==> src/rtl/fl3_pkg.sv <==
`default_nettype none

package fl3_pkg;

    // Line store sizing
    localparam int MAX_WIDTH  = 1024;
    localparam int LINE_DEPTH = MAX_WIDTH + 2;
    localparam int COL_W      = $clog2(LINE_DEPTH);
    localparam int ROW_W      = 17;

    // Field and register widths
    localparam int PIX_W      = 8;
    localparam int IW_W       = 11;
    localparam int IH_W       = 16;
    localparam int ADDR_W     = 4;
    localparam int DATA_W     = 32;

    // Register reset values
    localparam int INNER_WIDTH_RST  = 1024;
    localparam int INNER_HEIGHT_RST = 1024;

    // Arithmetic
    localparam int PIX_MAX    = 255;
    localparam int SUM_W      = 12;         // nine 8-bit pixels
    localparam int SHARP_W    = 12;         // -1020 .. 1275, signed
    localparam int DIV9_MUL   = 7282;       // ceil(2^16 / 9), exact for sums up to 2295
    localparam int DIV9_SHIFT = 16;
    localparam int DIV9_MW    = 13;
    localparam int MUL_W      = SUM_W + DIV9_MW;

    // Register map (word index)
    typedef enum logic [1:0] {
        REG_MODE   = 2'd0,
        REG_WIDTH  = 2'd1,
        REG_HEIGHT = 2'd2
    } reg_idx_t;

    typedef logic [PIX_W-1:0] pix_t;

    // One window column: three vertically adjacent pixels
    typedef struct packed {
        pix_t top;
        pix_t mid;
        pix_t bot;
    } column_t;

endpackage

`default_nettype wire

==> src/rtl/fl3_col_cell.sv <==
`default_nettype none

module fl3_col_cell (
    input  logic             clk,
    input  logic             rst_n,
    input  logic             shift_en,
    input  fl3_pkg::column_t col_in,
    output fl3_pkg::column_t col_out
);

    fl3_pkg::column_t col_reg;

    // One window column; passes its content to the next cell on each shift
    always_ff @(posedge clk or negedge rst_n)
    begin
        if (!rst_n)
        begin
            col_reg <= '0;
        end
        else if (shift_en)
        begin
            col_reg <= col_in;
        end
    end

    assign col_out = col_reg;

endmodule

`default_nettype wire

==> config.mk <==
export PLATFORM = sky130hd
export DESIGN_NAME = fl3_col_cell
export DESIGN_NICKNAME = d
export VERILOG_FILES = /design/src/rtl/fl3_pkg.sv /design/src/rtl/fl3_col_cell.sv
export SDC_FILE = /design/constraint.sdc
export NUM_CORES = 1
export LEC_CHECK = 0
export BUFFER_PORTS_ARGS = -buffer_cell sky130_fd_sc_hd__buf_2
export CORE_ASPECT_RATIO = 1.5
export CORE_MARGIN = 5
export CORE_UTILIZATION = 44
export CTS_CLUSTER_SIZE = 8
export DETAILED_ROUTE_END_ITERATION = 12
export PLACE_DENSITY = 0.78
export RECOVER_POWER = 100
export SLEW_MARGIN = 30
export SYNTH_ARGS = -nofsm -noshare
export SYNTH_HDL_FRONTEND = slang
export SYNTH_SLANG_ARGS = --single-unit
==> constraint.sdc <==
create_clock -name clk -period 0.8 [get_ports clk]
set_input_delay 0.16 -clock clk [delete_from_list [all_inputs] [get_ports clk]]
set_output_delay 0.16 -clock clk [all_outputs]
set_load 0.03 [all_outputs]
==> results by group, run 1 <==
Outcome
  – Status: finished, violations left
  – Failing checks: negative setup slack

Worst hold path
  – Worst hold path class: primary input to register
  – Worst Hold Launch: col_in[20]
  – Cells on Worst Hold Path: 2
  – Hold Path End: col_out[20]

CTS
  – Maximum clock insertion buffer count: 2
  – Clock Sink Count: 24
  – Clock tree root driver cell: sky130_fd_sc_hd__clkbuf_4
  – Cts bufs inserted: 3
  – Total number of H-tree levels: 1
  – CTS tree: yes
  – Clk_lat worst skew: 0.30 ns
  – Clock edge transition at the registers on the reported setup and hold paths: 0.13 ns

STA
  – Final number of setup-violating endpoints: 34
  – Minimum hold slack: 0.07286 ns
  – Period Utilization, post-route: 1.317
  – Hold Fails Final Rpt: 0
  – Maximum frequency from static timing analysis: 948.9 MHz
  – Rel. slew slack: 0.7920
  – Worst Skew: 0 ns
  – Transition time at the pin with the least slew margin: 0.3119 ns
  – Setup repair after global routing missed its margin: true
  – Worst Slack Setup Final: -0.2538 ns
  – Post-layout min period: 1.054 ns
  – Pins Over Slew Limit: 0

Synthesis
  – Most area-hungry cell type in the Yosys netlist: sky130_fd_sc_hd__dfrtp_1
  – Cell area after synthesis: 997.2 um2
  – Count of different cell masters after synthesis: 5
  – Synth Warn #: 0
  – Share of synthesized area occupied by flip-flops and latches: 0.6023
  – Proportion of register bits with asynchronous set or reset after synthesis: 1.000
  – Number of instances in the synthesized netlist: 51
  – Portion of synthesized cell area occupied by the leading cell type: 0.6023
  – Number of enable flip-flop cells after synthesis: 0
  – Leading post-synthesis cells by instance count: sky130_fd_sc_hd__dfrtp_1, sky130_fd_sc_hd__mux2_4, sky130_fd_sc_hd__mux2_2, sky130_fd_sc_hd__buf_12, sky130_fd_sc_hd__buf_6
  – Biggest area contributors in the synthesized netlist: sky130_fd_sc_hd__dfrtp_1, sky130_fd_sc_hd__mux2_4, sky130_fd_sc_hd__mux2_2
  – Post-synthesis net count: 78
  – Flop and latch count out of synthesis: 24
  – Most repeated cell in the gate-level netlist after synthesis: sky130_fd_sc_hd__dfrtp_1
  – Predominant post-synthesis flop cell: sky130_fd_sc_hd__dfrtp_1
  – Post-synthesis average cell area: 19.55 um2

Floorplanning
  – Starting density of the core: 0.4518
  – IO Count: 51
  – Placement Rows: 21
  – Die area: 0.003338 mm2
  – Overall die height: 68.31 um
  – Width of the chip: 48.87 um
  – Core area: 0.002207 mm2

Cells and area
  – Final cell utilization of the core: 0.7217
  – Flip-flop count of the largest register after layout: 24
  – Fraction of final layout cells sized beyond drive strength 1: 0.9913
  – Synthesis-to-finish area growth: 59.72%
  – Post-layout net count: 143
  – # fillers: 147
  – Multi-input gate area in the final layout: 349.1 um2
  – ANT cells: 0
  – Area occupied by registers: 630.6 um2

Route
  – Detailed-router iteration count before antenna repair: 2
  – Via count: 661
  – Post-Route WL: 2126 um
  – DRC violation total after the first TritonRoute iteration: 2
  – Average via count per standard cell: 4.790
  – Drc violations: 0
  – Number of nets with antenna violations after detailed routing: 0
  – Detail-routed net length per standard cell: 15.41 um

Worst setup path
  – WP data arrival: 0.89 ns
  – Crit Path Class: register to output pin
  – WP data required: 0.64 ns
  – Critical path origin: col_out[11]
  – Startpoint Class: register
  – Crit path capture type: output pin
  – Slack of the worst reg-to-reg path: -0.14 ns
  – Reg2reg start: col_out[9]
  – Ordered list of cells on the worst path: buf_6
  – Reg2Reg Depth: 2
  – Critical path fanouts, max: 2
  – R2r endpoint: col_out[9]
  – Max stage delay cell, worst path: sky130_fd_sc_hd__dfrtp_2
  – Maximum cell stage delay along the critical path: 0.45 ns
  – Worst path top cell family by delay: flip-flops
  – Count of buffer and inverter cells on the critical path: 1

Global route
  – Largest net degree at the start of global routing: 25
  – Vias in the first global route: 760
  – Global-route usage over all layers: 0.1376
  – Met1 Use GR: 0.1784
  – Initial antenna violation count: 0
  – Met3 Use GR: 0.02614
  – Layer with the highest usage: met2
  – Total global routing overflow: 0
  – GRT met2 Usage: 0.2337
  – Wire length of the first global-routing pass: 3546 um

Pwr
  – Maximum VDD drop: 0.001200 V
  – Power density normalized to cell area: 1906 mW/mm2
  – P_leak: 0.0007876 uW

Placement
  – Routability congestion estimate from global placement: 0.6128
  – Quantity of I/O buffers inserted on ports: 50

Flow run
  – Reported max-cap violation count: 0
layer usage:
metal,routed length [um],vias to the layer above
met1,914,322
met5,0,-
met4,0,0
met2,1065,36
met3,145,0
li1,-,303
worst max path at each step:
stage	endpoint	slack (ns)	depth (start not counted)
after floorplan	col_out[0]	-0.05	1
after CTS	col_out[23]	-0.25	1
after global routing	col_out[4]	-0.28	1
final	col_out[11]	-0.25	1
after global placement	col_out[6]	-0.14	3
after detailed placement	col_out[5]	-0.17	3
cells by family (layout without fill, tap and decap cells):
family                 after synthesis  after routing  share of synthesized area
buffers and inverters                3             67                    0.05144
flip-flops                          24             24                     0.6023
multiplexers                        24             24                     0.3463
report_power, final:
part | internal [uW] | switching [uW]
Combinational | 538 | 421
Clock | 277 | 346
Sequential | 1360 | 96.3
cell type report:
class                      count  area share
tap                           23     0.01807
sequential                    24      0.3959
clock buffer                   4     0.02278
multi-input combinational     24      0.2192
timing repair buffer          63      0.3441
repair_timing:
| item | in CTS | in global routing |
|---|---|---|
| endpoints found under the setup margin | 25 | 47 |
| hold buffers | 1 | 0 |
| pin swaps | 0 | 0 |
| buffers inserted | 9 | 1 |
| resized for setup | 50 | 6 |
| endpoints found under the hold margin | 24 | 0 |
cell usage in the layout (no fill, tap or decap), drive strengths merged:
cell type | synthesis | final
buf | 3 | 61
clkbuf | 0 | 5
dfrtp | 24 | 24
dlygate4sd3 | 0 | 1
mux2 | 24 | 24
per-stage QoR:
step           cell area (um2)  setup TNS [ns]  total power [uW]  setup WS (ns)  instances
4_1_cts                   1587          -6.873              3042        -0.2514        138
6_report                  1593          -6.691              3036        -0.2538        138
5_1_grt                   1593          -7.723              3158        -0.2830        138
3_5_place_dp              1315          -3.163              2176        -0.1670        124
3_3_place_gp              1315          -2.836              2164        -0.1421        124
2_1_floorplan             1027          -1.262              1932       -0.05395         51
Note: power is estimated with default switching activity, not from simulation.
==> run 2: changes to the inputs <==
--- a/config.mk
+++ b/config.mk
@@ -13,6 +13,7 @@
 export DETAILED_ROUTE_END_ITERATION = 12
 export PLACE_DENSITY = 0.78
 export RECOVER_POWER = 100
+export SETUP_SLACK_MARGIN = 0.4
 export SLEW_MARGIN = 30
 export SYNTH_ARGS = -nofsm -noshare
 export SYNTH_HDL_FRONTEND = slang
==> run 2 against run 1 <==
The run ends with negative hold slack, negative setup slack left. Die area is the same. Global-route usage is 0.42 points higher. Final cell count increased by 2.9%. Clock skew unchanged. Critical endpoint unchanged. First-iteration DRC count up 50%. Critical path type unchanged. Clock-buffer cell count unchanged.
==> results by group, run 2 (synthesized netlist as in run 1, its figures left out) <==
Outcome
  – Status: finished, violations left
  – Failing checks: negative hold slack, negative setup slack

Cells and area
  – Commonest non-fill, non-tap cell in the layout: sky130_fd_sc_hd__buf_6
  – Final cell utilization of the core: 0.7415 (+0.01984)
  – Area occupied by registers: 630.6 um2 (unchanged)
  – Fraction of final layout cells sized beyond drive strength 1: 1.000 (+0.008696)
  – Flip-flop count of the largest register after layout: 24 (unchanged)
  – Multi-input gate area in the final layout: 349.1 um2 (unchanged)
  – ANT cells: 0 (unchanged)
  – # fillers: 147 (unchanged)
  – Post-layout net count: 147 (+2.8%)
  – Count of placed standard cells in the final layout, fillers left out: 142 (+2.9%)
  – Leading cell types in the layout, fill and taps excluded: sky130_fd_sc_hd__buf_6, sky130_fd_sc_hd__buf_2, sky130_fd_sc_hd__dfrtp_2, sky130_fd_sc_hd__mux2_4
  – Synthesis-to-finish area growth: 64.12%

CTS
  – Clock Sink Count: 24 (unchanged)
  – Maximum clock insertion buffer count: 2 (unchanged)
  – Total number of H-tree levels: 1 (unchanged)
  – CTS tree: yes
  – Clock edge transition at the registers on the reported setup and hold paths: 0.13 ns (about the same)
  – Cts bufs inserted: 3 (unchanged)
  – Clk_lat worst skew: 0.30 ns (about the same)
  – Clock tree root driver cell: sky130_fd_sc_hd__clkbuf_4

Floorplanning
  – IO Count: 51 (unchanged)
  – Overall die height: 68.31 um (unchanged)
  – Die area: 0.003338 mm2 (unchanged)
  – Width of the chip: 48.87 um (unchanged)
  – Placement Rows: 21 (unchanged)
  – Starting density of the core: 0.4518 (unchanged)
  – Core area: 0.002207 mm2 (unchanged)

Pwr
  – Maximum VDD drop: 0.001195 V (-0.46%)
  – Post-route total power: 3092 uW (+1.8%)
  – Power density normalized to cell area: 1889 mW/mm2 (-0.88%)
  – P_leak: 0.0008132 uW (+3.3%)

Route
  – Via count: 675 (+2.1%)
  – Number of nets with antenna violations after detailed routing: 0 (unchanged)
  – DRC violation total after the first TritonRoute iteration: 3 (+1)
  – Drc violations: 0 (unchanged)
  – Detailed-router iteration count before antenna repair: 3 (+1)
  – Average via count per standard cell: 4.754 (-0.76%)
  – Post-Route WL: 2323 um (+9.3%)
  – Detail-routed net length per standard cell: 16.36 um (+6.2%)

STA
  – Rel. slew slack: 0.6223 (-0.1697)
  – Setup repair after global routing missed its margin: true
  – Minimum hold slack: -0.09045 ns (-0.1633 ns)
  – Hold Fails Final Rpt: 24 (+24)
  – Transition time at the pin with the least slew margin: 0.5665 ns (+0.2545 ns)
  – Worst Slack Setup Final: -0.2562 ns (-0.002426 ns)
  – Pins Over Slew Limit: 0 (unchanged)
  – Post-layout min period: 1.056 ns (+0.002426 ns)
  – Period Utilization, post-route: 1.320 (+0.003032)
  – Worst Skew: 0 ns (unchanged)
  – Final number of setup-violating endpoints: 37 (+8.8%)
  – Maximum frequency from static timing analysis: 946.8 MHz (-0.23%)
  – Final sum of negative setup slack: -7.250 ns (-0.5591 ns)

Worst setup path
  – Worst path top cell family by delay: flip-flops
  – WP data arrival: 0.90 ns (about the same)
  – Critical path fanouts, max: 2 (unchanged)
  – Startpoint Class: register
  – Max stage delay cell, worst path: sky130_fd_sc_hd__dfrtp_2
  – Crit Path Class: register to output pin
  – WP data required: 0.64 ns (about the same)
  – Reg2Reg Depth: 3 (+1)
  – Count of buffer and inverter cells on the critical path: 1 (unchanged)
  – Slack of the worst reg-to-reg path: -0.24 ns (-0.10 ns)
  – Maximum cell stage delay along the critical path: 0.45 ns (about the same)
  – Reg2reg start: col_out[9]
  – Crit path capture type: output pin
  – Ordered list of cells on the worst path: buf_6
  – R2r endpoint: col_out[9]

Global route
  – Initial antenna violation count: 0 (unchanged)
  – Wire length of the first global-routing pass: 3622 um (+2.1%)
  – Total global routing overflow: 0 (unchanged)
  – Largest net degree at the start of global routing: 25 (unchanged)
  – Vias in the first global route: 774 (+1.8%)
  – Global-route usage over all layers: 0.1418 (+0.004184)

Placement
  – Count of placed standard cells including taps: 124 (unchanged)
  – Quantity of I/O buffers inserted on ports: 50 (unchanged)
  – Routability congestion estimate from global placement: 0.6128 (unchanged)

Worst hold path
  – Worst hold path class: primary input to asynchronous set/reset pin

Flow run
  – Reported max-cap violation count: 0 (unchanged)
run 2: worst reg2reg max path, stage by stage, from the launching register on:
cell,delay (ns)
sky130_fd_sc_hd__dfrtp_2,0.44
sky130_fd_sc_hd__buf_4,0.14
sky130_fd_sc_hd__buf_6,0.10
sky130_fd_sc_hd__mux2_4,0.25
run 2: timing repair:
item                       in CTS  in global routing
gates resized for setup        53                  7
setup endpoints to repair      48                 48
hold endpoints to repair       24                 24
setup buffers                   9                  5
run 2: worst max path at each step:
stage	endpoint	depth (start not counted)	from
finish	col_out[11]	1	col_out[11]
global route	col_out[9]	1	col_out[9]
CTS	col_out[23]	1	col_out[23]
detailed placement	col_out[5]	3	shift_en
global placement	col_out[6]	3	shift_en
floorplan	col_out[0]	1	col_out[0]
run 2: final cells by class:
type                    instances  share of cell area
flip-flops and latches         24              0.3853
repair buffers                 67              0.3616
multi-input cells              24              0.2133
clock buffers                   4             0.02217
well taps                      23             0.01758
run 2: per-stage QoR:
step / cell area, um2 / worst slack (ns)
3_3_place_gp: 1315 / -0.1421
5_1_grt: 1637 / -0.2938
3_5_place_dp: 1315 / -0.1670
2_1_floorplan: 1027 / -0.05395
4_1_cts: 1588 / -0.2514
6_report: 1637 / -0.2562
run 2: layer usage:
metal,share of wire,GRT usage,vias up
met5,0,0,-
met4,0,0.04040,0
met3,0.071,0.03268,0
met2,0.54,0.2533,38
met1,0.39,0.1701,325
li1,-,-,312
run 2: where the power goes:
| part | total [uW] | leakage (uW) | switching [uW] | internal (uW) |
|---|---|---|---|---|
| combinational | 1020 | 0.000536 | 439 | 578 |
| sequential | 1460 | 0.000257 | 99.0 | 1360 |
| clock | 619 | 0.0000210 | 342 | 277 |
